`src/rtl/dbsr_pkg.sv`:
```
// Shared types, constants and the octant-limit table of the disc brush span rasterizer.
// No dependencies.
package dbsr_pkg;

  localparam int IN_W   = 14;  // centre coordinate width, two's complement
  localparam int OUT_W  = 12;  // span row and column width
  localparam int RAD_W  = 5;   // radius register width
  localparam int CNV_W  = 13;  // canvas size register width
  localparam int IDX_W  = 5;   // row offset and column reach width (up to radius + 1)
  localparam int SQ_W   = 2 * IDX_W;  // width of a square of an offset
  localparam int ACC_W  = SQ_W + 2;   // signed width of the step unit's sum
  localparam int OFS_W  = 16;  // signed width of a centre plus or minus an offset

  localparam int CFG_AW = 4;
  localparam int CFG_DW = 32;
  localparam int IN_TDATA_W  = 32;
  localparam int OUT_TDATA_W = 40;

  localparam int DEF_MAX_CANVAS = 4096;
  localparam int DEF_MAX_RADIUS = 22;

  // register indexes (byte address bits [3:2])
  localparam logic [1:0] REG_RADIUS = 2'd0;
  localparam logic [1:0] REG_WIDTH  = 2'd1;
  localparam logic [1:0] REG_HEIGHT = 2'd2;

  localparam logic [RAD_W-1:0] RST_RADIUS = RAD_W'(1);
  localparam logic [CNV_W-1:0] RST_WIDTH  = CNV_W'(4096);
  localparam logic [CNV_W-1:0] RST_HEIGHT = CNV_W'(4096);

  typedef struct packed {
    logic [RAD_W-1:0] radius;
    logic [CNV_W-1:0] width;
    logic [CNV_W-1:0] height;
  } cfg_t;

  typedef struct packed {
    logic [OUT_W-1:0] right;
    logic [OUT_W-1:0] left;
    logic [OUT_W-1:0] row;
  } span_t;

  // floor(r * 1000 / 1414), the last row offset of the first octant
  function automatic logic [IDX_W-1:0] octant_limit(input logic [RAD_W-1:0] r);
    logic [IDX_W-1:0] l;
    unique case (r)
      5'd0, 5'd1:          l = 5'd0;
      5'd2:                l = 5'd1;
      5'd3, 5'd4:          l = 5'd2;
      5'd5:                l = 5'd3;
      5'd6, 5'd7:          l = 5'd4;
      5'd8:                l = 5'd5;
      5'd9:                l = 5'd6;
      5'd10:               l = 5'd7;
      5'd11:               l = 5'd7;
      5'd12:               l = 5'd8;
      5'd13, 5'd14:        l = 5'd9;
      5'd15:               l = 5'd10;
      5'd16:               l = 5'd11;
      5'd17, 5'd18:        l = 5'd12;
      5'd19:               l = 5'd13;
      5'd20, 5'd21:        l = 5'd14;
      default:             l = 5'd15;
    endcase
    return l;
  endfunction

endpackage

```
`src/rtl/dbsr_cfg.sv`:
```
// APB-style register file: brush radius and canvas size.
// Depends on dbsr_pkg.
module dbsr_cfg import dbsr_pkg::*; (
  input  logic              clk,
  input  logic              rst_n,
  input  logic              cfg_psel,
  input  logic              cfg_penable,
  input  logic              cfg_pwrite,
  input  logic [CFG_AW-1:0] cfg_paddr,
  input  logic [CFG_DW-1:0] cfg_pwdata,
  output logic [CFG_DW-1:0] cfg_prdata,
  output logic              cfg_pready,
  output cfg_t              cfg
);

  logic [RAD_W-1:0] radius_r;
  logic [CNV_W-1:0] width_r;
  logic [CNV_W-1:0] height_r;
  logic             wr_en;
  logic [1:0]       idx;

  assign cfg_pready = 1'b1;
  assign idx        = cfg_paddr[3:2];
  assign wr_en      = cfg_psel && cfg_penable && cfg_pwrite && cfg_pready;

  always_ff @(posedge clk) begin
    if (!rst_n) begin
      radius_r <= RST_RADIUS;
      width_r  <= RST_WIDTH;
      height_r <= RST_HEIGHT;
    end else if (wr_en) begin
      case (idx)
        REG_RADIUS: radius_r <= cfg_pwdata[RAD_W-1:0];
        REG_WIDTH:  width_r  <= cfg_pwdata[CNV_W-1:0];
        REG_HEIGHT: height_r <= cfg_pwdata[CNV_W-1:0];
        default: ;
      endcase
    end
  end

  always_comb begin
    case (idx)
      REG_RADIUS: cfg_prdata = CFG_DW'(radius_r);
      REG_WIDTH:  cfg_prdata = CFG_DW'(width_r);
      REG_HEIGHT: cfg_prdata = CFG_DW'(height_r);
      default:    cfg_prdata = '0;
    endcase
  end

  assign cfg.radius = radius_r;
  assign cfg.width  = width_r;
  assign cfg.height = height_r;

endmodule

```
`src/rtl/dbsr_step.sv`:
```
// Shared step unit of the boundary search: evaluates i*i + (j-1)*(j-1) - r*r once per cycle.
// Depends on dbsr_pkg.
module dbsr_step import dbsr_pkg::*; (
  input  logic [IDX_W-1:0] i,
  input  logic [IDX_W-1:0] j,
  input  logic [SQ_W-1:0]  rr,
  output logic             shrink,
  output logic             ym_is_j
);

  logic [IDX_W-1:0]        jm1;
  logic [SQ_W-1:0]         si;
  logic [SQ_W-1:0]         sj;
  logic signed [ACC_W-1:0] g;
  logic signed [ACC_W-1:0] gj;

  assign jm1 = j - 1'b1;
  assign si  = {{IDX_W{1'b0}}, i} * {{IDX_W{1'b0}}, i};
  assign sj  = {{IDX_W{1'b0}}, jm1} * {{IDX_W{1'b0}}, jm1};
  assign g   = $signed({2'b00, si}) + $signed({2'b00, sj}) - $signed({2'b00, rr});
  // g + j - 1 equals f(j) - j, so ym stays at j when g + j is not positive
  assign gj  = g + $signed({{(ACC_W-IDX_W){1'b0}}, j});

  assign shrink  = (g > 0);
  assign ym_is_j = (gj <= 0);

endmodule

```
`src/rtl/dbsr_clip.sv`:
```
// Span clipper: drops a span off the canvas and clamps its ends to the canvas width.
// Depends on dbsr_pkg.
module dbsr_clip import dbsr_pkg::*; (
  input  logic signed [OFS_W-1:0] lo,
  input  logic signed [OFS_W-1:0] hi,
  input  logic signed [OFS_W-1:0] row,
  input  logic [CNV_W-1:0]        w,
  input  logic [CNV_W-1:0]        h,
  output logic                    vis,
  output span_t                   span
);

  logic signed [OFS_W-1:0] ws;
  logic signed [OFS_W-1:0] hs;
  logic signed [OFS_W-1:0] wm1;

  assign ws  = $signed({{(OFS_W-CNV_W){1'b0}}, w});
  assign hs  = $signed({{(OFS_W-CNV_W){1'b0}}, h});
  assign wm1 = ws - 16'sd1;

  assign vis = (row >= 0) && (row < hs) && (lo < ws) && (hi >= 0);

  assign span.row   = row[OUT_W-1:0];
  assign span.left  = (lo < 0) ? '0 : lo[OUT_W-1:0];
  assign span.right = (hi >= ws) ? wm1[OUT_W-1:0] : hi[OUT_W-1:0];

endmodule

```
`src/rtl/disc_brush_span_rasterizer_core.sv`:
```
// Disc brush span rasterizer top level: sequencer, span buffer and output register.
// Depends on dbsr_pkg, dbsr_cfg, dbsr_step and dbsr_clip.
//
// Usage: each word on the in_ channel is a brush centre (x, y). The block emits on the
// out_ channel the horizontal spans of a filled disc of the configured radius around it,
// clipped to the canvas, four spans per row offset of the first octant, in that order.
// The last visible span of a centre carries tlast; a centre whose spans are all clipped
// away produces no word. Radius and canvas size are set over the cfg_ port while idle.
// Flow: in_tready is high only while idle, so a new centre is taken only once the last
// one is done. A centre is worked through by the single step unit that walks the disc
// boundary one column a cycle, and by the single clipper that handles one span a cycle
// while the output side can take its spans.
// A span waits in a one-word buffer until the next visible span or the end of the centre
// shows whether it is the last. When the receiver stalls, the output register holds its
// word and the sequencer waits once the buffer is also full; nothing is dropped.
// Reset (rst_n, synchronous) empties the pipeline and restores radius 1, canvas 4096x4096.
module disc_brush_span_rasterizer_core import dbsr_pkg::*; #(
  parameter int MAX_CANVAS = DEF_MAX_CANVAS,
  parameter int MAX_RADIUS = DEF_MAX_RADIUS
) (
  input  logic                   clk,
  input  logic                   rst_n,
  input  logic                   in_tvalid,
  output logic                   in_tready,
  input  logic [IN_TDATA_W-1:0]  in_tdata,   // center_x [13:0], center_y [27:14], zero pad
  output logic                   out_tvalid,
  input  logic                   out_tready,
  output logic [OUT_TDATA_W-1:0] out_tdata,  // span_row [11:0], span_left [23:12],
                                             // span_right [35:24], zero pad
  output logic                   out_tlast,  // last_span
  input  logic                   cfg_psel,
  input  logic                   cfg_penable,
  input  logic                   cfg_pwrite,
  input  logic [CFG_AW-1:0]      cfg_paddr,
  input  logic [CFG_DW-1:0]      cfg_pwdata,
  output logic [CFG_DW-1:0]      cfg_prdata,
  output logic                   cfg_pready
);

  typedef enum logic [1:0] {ST_IDLE, ST_SEARCH, ST_EMIT, ST_FLUSH} state_t;

  cfg_t cfg;

  state_t                 state_r;
  logic [1:0]             k_r;
  logic [IDX_W-1:0]       i_r;
  logic [IDX_W-1:0]       j_r;
  logic [IDX_W-1:0]       ym_r;
  logic [IDX_W-1:0]       lim_r;
  logic [SQ_W-1:0]        rr_r;
  logic signed [IN_W-1:0] x_r;
  logic signed [IN_W-1:0] y_r;
  logic [CNV_W-1:0]       w_r;
  logic [CNV_W-1:0]       h_r;
  span_t                  pend_r;
  logic                   pend_v_r;
  span_t                  out_r;
  logic                   out_last_r;
  logic                   out_v_r;

  logic [RAD_W-1:0]        r_eff;
  logic [CNV_W:0]          max_cnv;
  logic [CNV_W-1:0]        w_eff;
  logic [CNV_W-1:0]        h_eff;
  logic                    shrink;
  logic                    ym_is_j;
  logic signed [OFS_W-1:0] xs;
  logic signed [OFS_W-1:0] ys;
  logic signed [OFS_W-1:0] di;
  logic signed [OFS_W-1:0] dy;
  logic signed [OFS_W-1:0] lo;
  logic signed [OFS_W-1:0] hi;
  logic signed [OFS_W-1:0] row;
  logic                    vis;
  span_t                   span;
  logic                    out_free;
  logic                    can_go;
  logic                    out_load;

  dbsr_cfg u_cfg (
    .clk        (clk),
    .rst_n      (rst_n),
    .cfg_psel   (cfg_psel),
    .cfg_penable(cfg_penable),
    .cfg_pwrite (cfg_pwrite),
    .cfg_paddr  (cfg_paddr),
    .cfg_pwdata (cfg_pwdata),
    .cfg_prdata (cfg_prdata),
    .cfg_pready (cfg_pready),
    .cfg        (cfg)
  );

  // saturate the configuration to the design limits
  assign r_eff   = (cfg.radius > RAD_W'(MAX_RADIUS)) ? RAD_W'(MAX_RADIUS) : cfg.radius;
  assign max_cnv = (CNV_W+1)'(MAX_CANVAS);
  assign w_eff   = ({1'b0, cfg.width} > max_cnv) ? max_cnv[CNV_W-1:0] : cfg.width;
  assign h_eff   = ({1'b0, cfg.height} > max_cnv) ? max_cnv[CNV_W-1:0] : cfg.height;

  dbsr_step u_step (
    .i      (i_r),
    .j      (j_r),
    .rr     (rr_r),
    .shrink (shrink),
    .ym_is_j(ym_is_j)
  );

  assign xs = OFS_W'(x_r);
  assign ys = OFS_W'(y_r);
  assign di = $signed({{(OFS_W-IDX_W){1'b0}}, i_r});
  assign dy = $signed({{(OFS_W-IDX_W){1'b0}}, ym_r});

  always_comb begin
    unique case (k_r)
      2'd0: begin lo = xs - di; hi = xs + di; row = ys - dy; end
      2'd1: begin lo = xs - di; hi = xs + di; row = ys + dy; end
      2'd2: begin lo = xs - dy; hi = xs + dy; row = ys - di; end
      2'd3: begin lo = xs - dy; hi = xs + dy; row = ys + di; end
    endcase
  end

  dbsr_clip u_clip (
    .lo  (lo),
    .hi  (hi),
    .row (row),
    .w   (w_r),
    .h   (h_r),
    .vis (vis),
    .span(span)
  );

  assign out_free = !out_v_r || out_tready;
  // a visible span needs the buffer emptied into a free output register
  assign can_go   = !vis || !pend_v_r || out_free;
  assign out_load = ((state_r == ST_EMIT) && can_go && vis && pend_v_r) ||
                    ((state_r == ST_FLUSH) && pend_v_r && out_free);

  always_ff @(posedge clk) begin
    if (!rst_n) begin
      state_r  <= ST_IDLE;
      pend_v_r <= 1'b0;
      out_v_r  <= 1'b0;
    end else begin
      if (out_v_r && out_tready && !out_load) begin
        out_v_r <= 1'b0;
      end
      unique case (state_r)
        ST_IDLE: begin
          if (in_tvalid) begin
            x_r     <= in_tdata[IN_W-1:0];
            y_r     <= in_tdata[2*IN_W-1:IN_W];
            rr_r    <= {{IDX_W{1'b0}}, r_eff} * {{IDX_W{1'b0}}, r_eff};
            lim_r   <= octant_limit(r_eff);
            i_r     <= '0;
            j_r     <= IDX_W'(r_eff) + 1'b1;
            w_r     <= w_eff;
            h_r     <= h_eff;
            state_r <= ST_SEARCH;
          end
        end
        ST_SEARCH: begin
          // walk the boundary column inward until the previous column is inside
          if (shrink) begin
            j_r <= j_r - 1'b1;
          end else begin
            ym_r    <= ym_is_j ? j_r : j_r - 1'b1;
            k_r     <= 2'd0;
            state_r <= ST_EMIT;
          end
        end
        ST_EMIT: begin
          if (can_go) begin
            if (vis) begin
              if (pend_v_r) begin
                out_r      <= pend_r;
                out_last_r <= 1'b0;
                out_v_r    <= 1'b1;
              end
              pend_r   <= span;
              pend_v_r <= 1'b1;
            end
            if (k_r == 2'd3) begin
              if (i_r == lim_r) begin
                state_r <= ST_FLUSH;
              end else begin
                i_r     <= i_r + 1'b1;
                state_r <= ST_SEARCH;
              end
            end else begin
              k_r <= k_r + 1'b1;
            end
          end
        end
        ST_FLUSH: begin
          if (!pend_v_r) begin
            state_r <= ST_IDLE;
          end else if (out_free) begin
            out_r      <= pend_r;
            out_last_r <= 1'b1;
            out_v_r    <= 1'b1;
            pend_v_r   <= 1'b0;
            state_r    <= ST_IDLE;
          end
        end
      endcase
    end
  end

  assign in_tready  = (state_r == ST_IDLE);
  assign out_tvalid = out_v_r;
  assign out_tlast  = out_last_r;
  assign out_tdata  = {{(OUT_TDATA_W-3*OUT_W){1'b0}}, out_r.right, out_r.left, out_r.row};

  a_idle_empty: assert property (@(posedge clk) disable iff (!rst_n)
    (state_r == ST_IDLE) |-> !pend_v_r)
    else $error("span buffer still full while idle");

  a_search_range: assert property (@(posedge clk) disable iff (!rst_n)
    (state_r == ST_SEARCH) |-> (j_r != '0 && i_r <= lim_r))
    else $error("boundary search out of range");

  a_pend_from_emit: assert property (@(posedge clk) disable iff (!rst_n)
    $rose(pend_v_r) |-> ($past(state_r) == ST_EMIT))
    else $error("span buffer filled outside span emission");

endmodule
```
`config.mk`:
```
export PLATFORM = sky130hd
export DESIGN_NAME = disc_brush_span_rasterizer_core
export DESIGN_NICKNAME = d
export VERILOG_FILES = /design/src/rtl/dbsr_pkg.sv /design/src/rtl/dbsr_cfg.sv /design/src/rtl/dbsr_step.sv /design/src/rtl/dbsr_clip.sv /design/src/rtl/disc_brush_span_rasterizer_core.sv
export SDC_FILE = /design/constraint.sdc
export NUM_CORES = 1
export LEC_CHECK = 0
export BUFFER_PORTS_ARGS = -buffer_cell sky130_fd_sc_hd__buf_2
export CORE_UTILIZATION = 33
export DETAILED_ROUTE_END_ITERATION = 10
export PLACE_DENSITY = 0.46
export SYNTH_ARGS = -nofsm -noshare
export SYNTH_HDL_FRONTEND = slang
export SYNTH_SLANG_ARGS = --single-unit
```
`constraint.sdc`:
```
create_clock -name clk -period 21.7 [get_ports clk]
set_input_delay 4.34 -clock clk [delete_from_list [all_inputs] [get_ports clk]]
set_output_delay 4.34 -clock clk [all_outputs]
set_load 0.005 [all_outputs]
```
Word-level counts from Yosys, hierarchy flattened
Memory sizes are Yosys's and may differ from the RTL's. A register that Yosys moved wholly into a read port is not among the register bits.
Cells that the tools add are included.
{"block": "word_totals", "wordCells": 168, "rom_bits": 128, "latchBits": 0, "ram_bits": 0, "regBits": 194, "n_memories": 1, "input_bits": 75}
{"block": "op_classes", "div": 0, "n_mux": 51, "n_reduce_logical": 41, "n_lt_le_gt_ge": 11, "mul": 3, "addsub": 16, "n_bitwise": 1, "eq_ne": 21, "shift": 0}
{"name": "(no name shown)", "depth": 32, "word_bits": 4, "rd": 1, "rd_ports_with_merged_regs": 1, "write_ports": 0, "line_no": "dbsr_pkg.sv:46", "source": "unique case (r)"}
{"operator": "$mux 36", "count": 5}
{"operator": "$pmux 36 s2", "count": 1}
{"operator": "$pmux 16 s2", "count": 2}
{"operator": "$pmux 16 s4", "count": 1}
{"operator": "$add 14x6->15", "count": 4}
{"operator": "$sub 14x6->15", "count": 4}
{"operator": "$mux 5", "count": 8}
{"operator": "$pmux 13 s3", "count": 1}
{"operator": "$ge 16x1->1 const B", "count": 2}
{"operator": "$lt 16x14->1", "count": 2}
{"operator": "$mul 5x5->10", "count": 3}
{"operator": "$gt 13x13->1 const B", "count": 2}
{"operator": "$mux 2", "count": 10}
{"operator": "$ne 2x2->1 const B", "count": 10}
{"operator": "$pmux 5 s2", "count": 2}
{"operator": "$ge 16x14->1", "count": 1}
{"operator": "$lt 16x1->1 const B", "count": 1}
{"operator": "$mux 1", "count": 15}
{"operator": "$add 12x6->12", "count": 1}
{"operator": "$gt 12x1->1 const B", "count": 1}
{"operator": "$le 12x1->1 const B", "count": 1}
{"operator": "$logic_and 1x1->1", "count": 12}
{"operator": "$mux 12", "count": 1}
{"operator": "$sub 11x10->12", "count": 1}
{"operator": "26 further kinds", "count": 53}

Logic depth before layout (Yosys ltp)
Gate-level depths: netlist of run 1.
{"block": "logic_depth", "ltp_word": 20, "depth_mapped": 25, "depth_no_buf": 25}

By module
A second synthesis of run 1 with hierarchy kept.
{"block": "hier_totals", "cells_unflattened": 1234, "area_unflattened_um2": 13294.0}
{"module": "disc_brush_span_rasterizer_core", "n_inst": 1, "area_per_inst_um2": 7995.2, "cells_each": 621}
{"module": "dbsr_step", "n_inst": 1, "area_per_inst_um2": 2244.7, "cells_each": 255}
{"module": "dbsr_cfg", "n_inst": 1, "area_per_inst_um2": 1599.0, "cells_each": 170}
{"module": "dbsr_clip", "n_inst": 1, "area_per_inst_um2": 1455.1, "cells_each": 188}

Worst setup path before layout of run 1
OpenSTA, ideal clock, no wires.
{"block": "synth_path", "path_type": "input port to output port", "from": "input cfg_paddr[2]", "to": "output cfg_prdata[10]", "stages": 4, "slack_ns": 12.070, "arrival_time_ns": 5.290, "t_required_ns": 17.360, "cell_sequence": "clkbuf_1 -> nor2b_1 -> clkbuf_1 -> a22o_1"}
{"block": "synth_between", "elab_chain_cells": 2, "elab_cells_between_ends": 4, "classes_between": "eq/ne: 2; mux: 1; reduce/logical: 1"}
{"element": "start, declared", "line_no": "disc_brush_span_rasterizer_core.sv:34", "source": "input logic [CFG_AW-1:0] cfg_paddr,"}
{"element": "$eq 2x2->1, or another cell as far along", "line_no": "dbsr_cfg.sv:42", "source": "case (idx)"}
{"element": "$pmux 13 s3 (*)", "line_no": "dbsr_cfg.sv:42"}
{"element": "end, declared", "line_no": "disc_brush_span_rasterizer_core.sv:36", "source": "output logic [CFG_DW-1:0] cfg_prdata,"}
Mark *: on every way between the ends. The rest lies on a longest branch, timed or not.

Worst setup path after layout of run 1
{"block": "layout_path", "from": "input cfg_paddr[3]", "to": "output cfg_prdata[2]"}
Same word-level chain as after synthesis.

==> results of run 1 <==
==> path summary, 6_finish.rpt <==
kind,start,depth (start not counted),endpoint,slack (ns)
max,cfg_paddr[3],5,cfg_prdata[2],11.50
min,pend_r[10]$_DFFE_PP_,0,out_tdata[10]$_DFFE_PP_,0.42
min reg2reg,pend_r[10]$_DFFE_PP_,0,out_tdata[10]$_DFFE_PP_,0.42
max reg2reg,j_r[0]$_DFFE_PP_,24,ym_r[4]$_DFFE_PP_,14.29
==> worst reg2reg max path, delay by kind of cell, from the launching register on <==
family / cells / cell delay, ns
adders and majority gates: 7 / 3.26
AOI/OAI and AO/OA: 5 / 1.30
and+or+nand+nor: 5 / 1.12
buffers and inverters: 5 / 0.57
DFF: 1 / 0.53
xor gates and xnor gates: 2 / 0.38
==> cells in the mapped netlist, types with 13 or more instances <==
library cell / number
edfxtp_1: 157
inv_1: 128
ha_1: 127
nand2_1: 107
nor2_1: 67
xnor2_1: 55
nor2b_1: 52
a21oi_1: 46
fa_1: 40
dfxtp_1: 35
o21ai_0: 34
clkbuf_1: 30
a21boi_0: 28
buf_4: 26
nor3_1: 20
xor2_1: 20
a21o_1: 19
mux2i_1: 19
a211oi_1: 14
nand2b_1: 13
nand3_1: 13
nand4_1: 13
==> kinds of logic (layout without fill, tap and decap cells) <==
group           Yosys count  after routing
fa+ha+maj               168            168
other cells               2             24
xor+xnor                 75             75
buf+inv                 193            269
simple gates            344            344
mux                      31             31
compound gates          221            221
flops                   192            192
==> metal layers <==
layer | up-vias | share of wire | wire length [um]
li1 | 4399 | - | -
met1 | 4152 | 0.48 | 14500
met2 | 136 | 0.46 | 13900
met3 | 26 | 0.036 | 1070
met4 | 0 | 0.015 | 454
met5 | - | 0 | 0
==> through the flow <==
step           worst slack, ns  hold WS [ns]  area (um^2)  instances  utilization
2_1_floorplan            12.07         0.400        13000       1248            -
3_3_place_gp             11.53         0.402        13900       1810        0.359
3_5_place_dp             11.52         0.405        13900       1810        0.359
4_1_cts                  11.51         0.421        14400       1842        0.374
5_1_grt                  11.30         0.425        14400       1842        0.374
6_report                 11.50         0.418        14400       1842        0.374
==> layout make-up <==
class | count | area, um^2
fill | 3857 | 24200
multi-input combinational | 863 | 6780
tap | 518 | 648
timing repair buffer | 107 | 551
sequential | 192 | 5420
clock buffer | 17 | 425
inverter | 130 | 488
clock inverter | 15 | 135
==> sequential cells by signal, summed over array words and instances, names as in the netlist <==
register        count
out_tdata          36
pend_r             36
x_r                14
y_r                14
h_r                13
u_cfg.height_r     13
u_cfg.width_r      13
w_r                13
rr_r                9
i_r                 5
j_r                 5
u_cfg.radius_r      5
ym_r                5
lim_r               4
k_r                 2
state_r             2
out_tlast           1
out_tvalid          1
pend_v_r            1
==> flow_summary.ini, run 1 <==
[worst_hold_path]
hold_class = flop to flop

[sta]
max_freq_mhz = 98.0
final.setup_skew_ns = 0.0156
setup-violations-final = 0
period_minus_slack_ns = 10.20
hold_viol_final = 0
slew_headroom = 0.321
fin_crit_sh = 0.470
grt_setup_unrepaired = no
tns_ns = 0
tightest_slew_ns = 1.02
slew_violations = 0

[global_routing]
grt_max_degree = 56
grt_pass1_wl_mm = 47.5
top_usage_layer = met2
use_met1 = 0.214
grt_pass1_vias = 8657
grt_usage = 0.157
met3_usage = 0.0276
grt_use_met2 = 0.251
grt-ovfl-total = 0
grt_antenna_before_repair = 0

[synthesis]
async_flop_share = 0
synth-simple-area-share = 0.133
avgSynthCellArea_um2 = 10.5
yosys_warnings = 0
yosys.area_share.xor_xnor = 0.0508
synth_edf_count = 157
synthFlopType = edfxtp_1
yosys_register_bits = 192
synth_top_family_by_area = adder cells
synthMuxAreaShare = 0.0252
syn-cell-area_mm2 = 0.0129
yosys.area.top_type = edfxtp_1
synth_compound_area_frac = 0.121
synth_cell_types = 80
synthTopCellsByArea = edfxtp_1 (36%), ha_1 (12%), fa_1 (6.2%), dfxtp_1 (5.4%), xnor2_1 (3.7%)
synth.top_cell.area_share = 0.365
netlist_instances = 1226
ys_seq_area_frac = 0.419
synthAdderAreaFrac = 0.186

[floorplanning]
rows = 72
pin_count = 151
die_y_um = 200
initial_core_util = 0.335
design.die.area_mm2 = 0.0400
die_x_um = 200
coreArea_mm2 = 0.0386

[worst_setup_path]
required_ns = 17.36
crit_slowest_cell = nor2b_1
timing_worst_setup_path_type = primary input to output port
cp_num_buf_inv = 2
path_max_fanout = 14
critPathCaptureType = output port
cp-start-kind = primary input
worstPathCellList = buf_2 -> nor2b_1 -> nand2_1 -> o21ai_0 -> buf_2
critPathMaxStageDelay_ns = 0.83
cpMostUsedCell = buf_2
cp_data_arrival_time_ns = 5.86
crit_family = simple AND/OR/NAND/NOR gates

[drt]
wl_mm = 29.9
routed_via_density = 4.73
wire_per_inst_um = 16.2
vias = 8713
first_iter_violations = 508
firstDrtPassIters = 4
drc = 0
postRouteAntennaNets = 0

[finish]
final_cell_mix = edfxtp_1 (157), inv_1 (128), ha_1 (127)
area_growth_pct = 11.7
layout.nets = 1553
num_antenna_cells = 0
drive_above_1_share = 0.137
mostFrequentLayoutCell = edfxtp_1

[clock_tree]
clockRootBuffer = clkbuf_16
insertion_delay_ns = 0.45
path_clk_slew_ns = 0.07
htreeDepth = 4
cts_tree = built
clock_path_buffers = 2
numCtsBuffers = 17
hold_buffers = 0
cts_setup_buffers = 0
cts_sinks = 192
post_cts_resized = 0

[placement]
place_congestion = 0.793
io_buffer_count = 101
hpwl_mm = 23.7

[status]
status = complete, no violations

[flow_run]
max-cap-violations = 0
Power of run 1 is left out: the tool's default activity adds up to more than one toggle a clock period on the data nets, which glitch-free logic cannot reach.
==> run 2, diff against run 1 <==
==> constraint.sdc (replaced) <==
create_clock -name clk -period 10.7 [get_ports clk]
set_input_delay 2.14 -clock clk [delete_from_list [all_inputs] [get_ports clk]]
set_output_delay 2.14 -clock clk [all_outputs]
set_load 0.005 [all_outputs]
==> run 2 against run 1 <==
Final area grew 0.39%. Via count is the same. Non-clock buffer count is the same. Critical path depth grew 18. Count of clock-buffer cells in the layout grew 1. Die area is the same. Routed wire length is essentially flat.
==> flow_summary.ini, run 2 (same netlist as run 1, synthesis figures left out) <==
[clock_tree]
cts_sinks = 192
cts_tree = built
post_cts_resized = 0
path_clk_slew_ns = 0.08
numCtsBuffers = 17
clock_path_buffers = 2
cts_setup_buffers = 0
htreeDepth = 4
insertion_delay_ns = 0.45
clockRootBuffer = clkbuf_16
hold_buffers = 0

[worst_setup_path]
cp_data_arrival_time_ns = 7.55
timing_worst_setup_path_type = flop to flop
cp-start-kind = flop
required_ns = 10.79
critPathCaptureType = flop
critPathMaxStageDelay_ns = 0.54
crit_slowest_cell = fa_1
worstPathCellList = inv_1 -> ha_1 -> nor3b_1 -> xnor2_1 -> inv_1 -> nand2_1 -> fa_1 -> inv_1 -> fa_1 -> fa_1 -> inv_1 -> fa_1 -> fa_1 -> inv_1 -> ha_1 -> a211oi_1 -> o21ai_0 -> a21oi_1 -> nor2_1 -> a211oi_1 -> o31ai_1 -> o21a_1 -> nor2_1
cp_num_buf_inv = 5
path_max_fanout = 7
crit_family = adder cells

[finish]
num_antenna_cells = 0
nFillCells = 3882
layout.nets = 1553
multi_input_area_mm2 = 0.00678
seq_area_mm2 = 0.00542
area_growth_pct = 12.1
drive_above_1_share = 0.136
final_core_util = 0.375
mostFrequentLayoutCell = edfxtp_1
final_cell_mix = edfxtp_1 (157), inv_1 (128), ha_1 (127)

[floorplanning]
coreArea_mm2 = 0.0386
die_x_um = 200
initial_core_util = 0.335
rows = 72
pin_count = 151
design.die.area_mm2 = 0.0400
die_y_um = 200

[sta]
slew_violations = 0
setup-violations-final = 0
hold_viol_final = 0
slew_headroom = 0.254
final.setup_skew_ns = 0.0161
tns_ns = 0
tightest_slew_ns = 1.12
max_freq_mhz = 134
period_minus_slack_ns = 7.45
fin_crit_sh = 0.696
grt_setup_unrepaired = no

[placement]
io_buffer_count = 101
hpwl_mm = 23.5
place_congestion = 0.780

[global_routing]
grt_pass1_vias = 8631
grt_max_degree = 56
grt_usage = 0.158
grt_antenna_before_repair = 0
grt_pass1_wl_mm = 47.7
grt-ovfl-total = 0

[drt]
first_iter_violations = 478
postRouteAntennaNets = 0
wire_per_inst_um = 16.2
vias = 8713
drc = 0
firstDrtPassIters = 6
wl_mm = 29.9
routed_via_density = 4.73

[status]
status = complete, no violations

[flow_run]
max-cap-violations = 0

[worst_hold_path]
hold_class = flop to flop
run 2: cell type report:
class	instances	share of cell area
Clock buffer	18	0.0296
Clock inverter	14	0.0129
Inverter	130	0.0337
Multi-Input combinational cell	863	0.468
Sequential cell	192	0.373
Tap cell	518	0.0447
Timing Repair Buffer	107	0.0380
run 2: per-layer routing:
metal	vias up	global-route usage	wire, um
met2	122	0.252	13700
met3	23	0.0220	768
met5	-	0	0
met4	0	0.0472	432
li1	4394	-	-
met1	4174	0.220	15000
run 2: worst paths after layout:
| path | startpoint | to | slack (ns) | depth (start not counted) |
|---|---|---|---|---|
| min reg2reg | pend_r[10]$_DFFE_PP_ | out_tdata[10]$_DFFE_PP_ | 0.42 | 0 |
| min | pend_r[10]$_DFFE_PP_ | out_tdata[10]$_DFFE_PP_ | 0.42 | 0 |
| max | j_r[0]$_DFFE_PP_ | j_r[3]$_DFFE_PP_ | 3.25 | 23 |
| max reg2reg | j_r[0]$_DFFE_PP_ | j_r[3]$_DFFE_PP_ | 3.25 | 23 |
run 2: through the flow:
step | instance area, um^2 | cells | hold WS [ns] | setup slack, ns
floorplan | 13000 | 1248 | 0.400 | 3.07
global placement | 13900 | 1810 | 0.404 | 3.29
detailed placement | 13900 | 1810 | 0.405 | 3.29
CTS | 14500 | 1842 | 0.420 | 3.26
global route | 14500 | 1842 | 0.426 | 2.75
finish | 14500 | 1842 | 0.415 | 3.25
Power of run 2 is left out for the same reason.
==> run 3, diff against run 2 <==
--- a/config.mk
+++ b/config.mk
@@ -5,6 +5,7 @@
 export SDC_FILE = /design/constraint.sdc
 export NUM_CORES = 1
 export LEC_CHECK = 0
+export ABC_AREA = 1
 export BUFFER_PORTS_ARGS = -buffer_cell sky130_fd_sc_hd__buf_2
 export CORE_UTILIZATION = 33
 export DETAILED_ROUTE_END_ITERATION = 10
==> constraint.sdc (replaced) <==
create_clock -name clk -period 7.6 [get_ports clk]
set_input_delay 1.52 -clock clk [delete_from_list [all_inputs] [get_ports clk]]
set_output_delay 1.52 -clock clk [all_outputs]
set_load 0.005 [all_outputs]
==> run 3 against run 2 <==
Core utilization increased by 0.23 points. Sequential share of layout area decreased by 0.48 points. First-iteration DRC count increased by 14%. Count of clock-buffer cells in the layout decreased by 1. Critical endpoint is now ym_r[4]$_DFFE_PP_. Flip-flop and latch count unchanged. Fmax increased by 8.9%. Die area increased by 1.4%. Area after synthesis increased by 1.4%. Non-clock buffer count increased by 3. Register-to-register slack got worse by 2.5 ns. Critical path type unchanged.
==> flow_summary.ini, run 3 <==
[global_routing]
grt_pass1_vias = 9575
grt-ovfl-total = 0
grt_max_degree = 61
grt_antenna_before_repair = 0
grt_usage = 0.160
grt_pass1_wl_mm = 50.8

[synthesis]
synth.top_cell.area_share = 0.360
synth_cell_types = 45
synth_compound_area_frac = 0.0901
async_flop_share = 0
synth_edf_count = 157
synth_top_family_by_area = adder cells
yosys_register_bits = 192
synthMuxAreaShare = 0
synth-simple-area-share = 0.173
avgSynthCellArea_um2 = 8.74
syn-cell-area_mm2 = 0.0131
synthAdderAreaFrac = 0.182
netlist_instances = 1500
yosysMostFrequentCell = inv_1
yosys.area_share.xor_xnor = 0.0366
synthFlopType = edfxtp_1
yosys.area.top_type = edfxtp_1
yosys_warnings = 0
ys_seq_area_frac = 0.413
yosys-top-cells-count = inv_1 (280), nand2_1 (276), edfxtp_1 (157)
synthTopCellsByArea = edfxtp_1 (36%), ha_1 (12%), inv_1 (8.0%), nand2_1 (7.9%), fa_1 (6.1%)

[finish]
drive_above_1_share = 0.108
final_cell_mix = inv_1 (280), nand2_1 (276), edfxtp_1 (157)
multi_input_area_mm2 = 0.00643
stdcell_count = 2128
num_antenna_cells = 0
seq_area_mm2 = 0.00542
nFillCells = 4031
layout.nets = 1839
final_area_mm2 = 0.0147
mostFrequentLayoutCell = inv_1
area_growth_pct = 12.0

[placement]
dpl_cell_area_mm2 = 0.0141
dp.cells = 2093
io_buffer_count = 101
place_congestion = 0.847
hpwl_mm = 25.6

[floorplanning]
design.die.area_mm2 = 0.0405
rows = 72
pin_count = 151
initial_core_util = 0.337
coreArea_mm2 = 0.0389
die_y_um = 201
die_x_um = 201

[sta]
final.setup_skew_ns = 0.0148
max_freq_mhz = 146
fin_crit_sh = 0.900
grt_setup_unrepaired = no
hold_viol_final = 0
slew_violations = 0
tightest_slew_ns = 0.973
period_minus_slack_ns = 6.84
slew_headroom = 0.349
setup-violations-final = 0
tns_ns = 0

[flow_run]
max-cap-violations = 0

[drt]
firstDrtPassIters = 5
wl_met3_mm = 1.14
wire_per_inst_um = 14.8
wl_met1_mm = 15.8
wl_met2_mm = 14.2
wl_mm = 31.6
routed_via_density = 4.58
vias = 9748
first_iter_violations = 547
top_layer = met4
drc = 0
postRouteAntennaNets = 0

[worst_setup_path]
critPathMaxStageDelay_ns = 0.55
crit_family = adder cells
crit_slowest_cell = fa_1
cp_data_arrival_time_ns = 7.02
critPathCaptureType = flop
cp-start-kind = flop
timing_worst_setup_path_type = flop to flop
cp_num_buf_inv = 7
path_max_fanout = 9
required_ns = 7.78

[clock_tree]
cts_sinks = 192
insertion_delay_ns = 0.45
post_cts_resized = 0
clock_path_buffers = 2
numCtsBuffers = 17
htreeDepth = 4
cts_tree = built
clockRootBuffer = clkbuf_16
path_clk_slew_ns = 0.07

[status]
status = complete, no violations

[worst_hold_path]
hold_class = flop to flop
## run 3: changes by cell type in the layout (fill, tap and decap cells not counted), moves of 11 or more
| cell | before | now |
|---|---|---|
| nand2_1 | 107 | 276 |
| inv_1 | 128 | 280 |
| nor2_1 | 66 | 136 |
| nor2b_1 | 52 | 0 |
| xnor2_1 | 55 | 15 |
| a21oi_1 | 46 | 85 |
| o21ai_0 | 34 | 73 |
| a21boi_0 | 28 | 0 |
| nand3_1 | 13 | 40 |
| a21o_1 | 19 | 0 |
| mux2i_1 | 19 | 0 |
| xor2_1 | 20 | 38 |
| nand2b_1 | 13 | 0 |
| a211oi_1 | 13 | 2 |
## run 3: cell type report
class / count / share of cell area
Multi-Input combinational cell: 991 / 0.438
Inverter: 285 / 0.0728
Tap cell: 518 / 0.0441
Clock inverter: 15 / 0.00877
Sequential cell: 192 / 0.369
Timing Repair Buffer: 110 / 0.0390
Clock buffer: 17 / 0.0290
## run 3: routing by layer
layer | vias to the layer above | GRT usage
met5 | - | 0
met4 | 0 | 0.0452
met3 | 23 | 0.0238
met2 | 168 | 0.253
met1 | 4519 | 0.228
li1 | 5038 | -
## run 3: worst paths after layout
check,to,depth (start not counted),slack (ns),startpoint
setup / recovery,ym_r[4]$_DFFE_PP_,31,0.76,j_r[0]$_DFFE_PP_
hold / removal,out_tdata[30]$_DFFE_PP_,0,0.42,pend_r[30]$_DFFE_PP_
setup reg to reg,ym_r[4]$_DFFE_PP_,31,0.76,j_r[0]$_DFFE_PP_
hold reg to reg,out_tdata[30]$_DFFE_PP_,0,0.42,pend_r[30]$_DFFE_PP_
## run 3: per-stage QoR
step	utilization	hold slack (ns)	setup WS, ns
final	0.377	0.420	0.760
after global routing	0.377	0.428	0.0865
after floorplan	-	0.400	1.15
after CTS	0.377	0.422	0.656
after global placement	0.363	0.403	0.762
after detailed placement	0.363	0.405	0.669
## run 3: what timing repair did
| item | 4_1_cts | 5_1_grt |
|---|---|---|
| setup buffers | 0 | 3 |
| endpoints found under the setup margin | 0 | 2 |
| endpoints found under the hold margin | 0 | 0 |
| hold buffers | 0 | 0 |
## run 3: kinds of logic after synthesis
family	count (synthesis)
AO/OA/AOI/OAI	212
flip-flops	192
other	2
XOR/XNOR	54
adder cells (fa/ha/maj)	167
buffers and inverters	339
AND/OR/NAND/NOR	534
## run 3: worst register-to-register path: cells and delay by family, from the launching register on
| kind | cells | cell delay, ns |
|---|---|---|
| and+or+nand+nor | 12 | 1.50 |
| xor gates and xnor gates | 2 | 0.36 |
| buffers and inverters | 7 | 0.56 |
| adders and majority gates | 8 | 3.54 |
| DFF | 1 | 0.42 |
| AOI/OAI and AO/OA | 2 | 0.20 |
Power of run 3 is left out for the same reason.
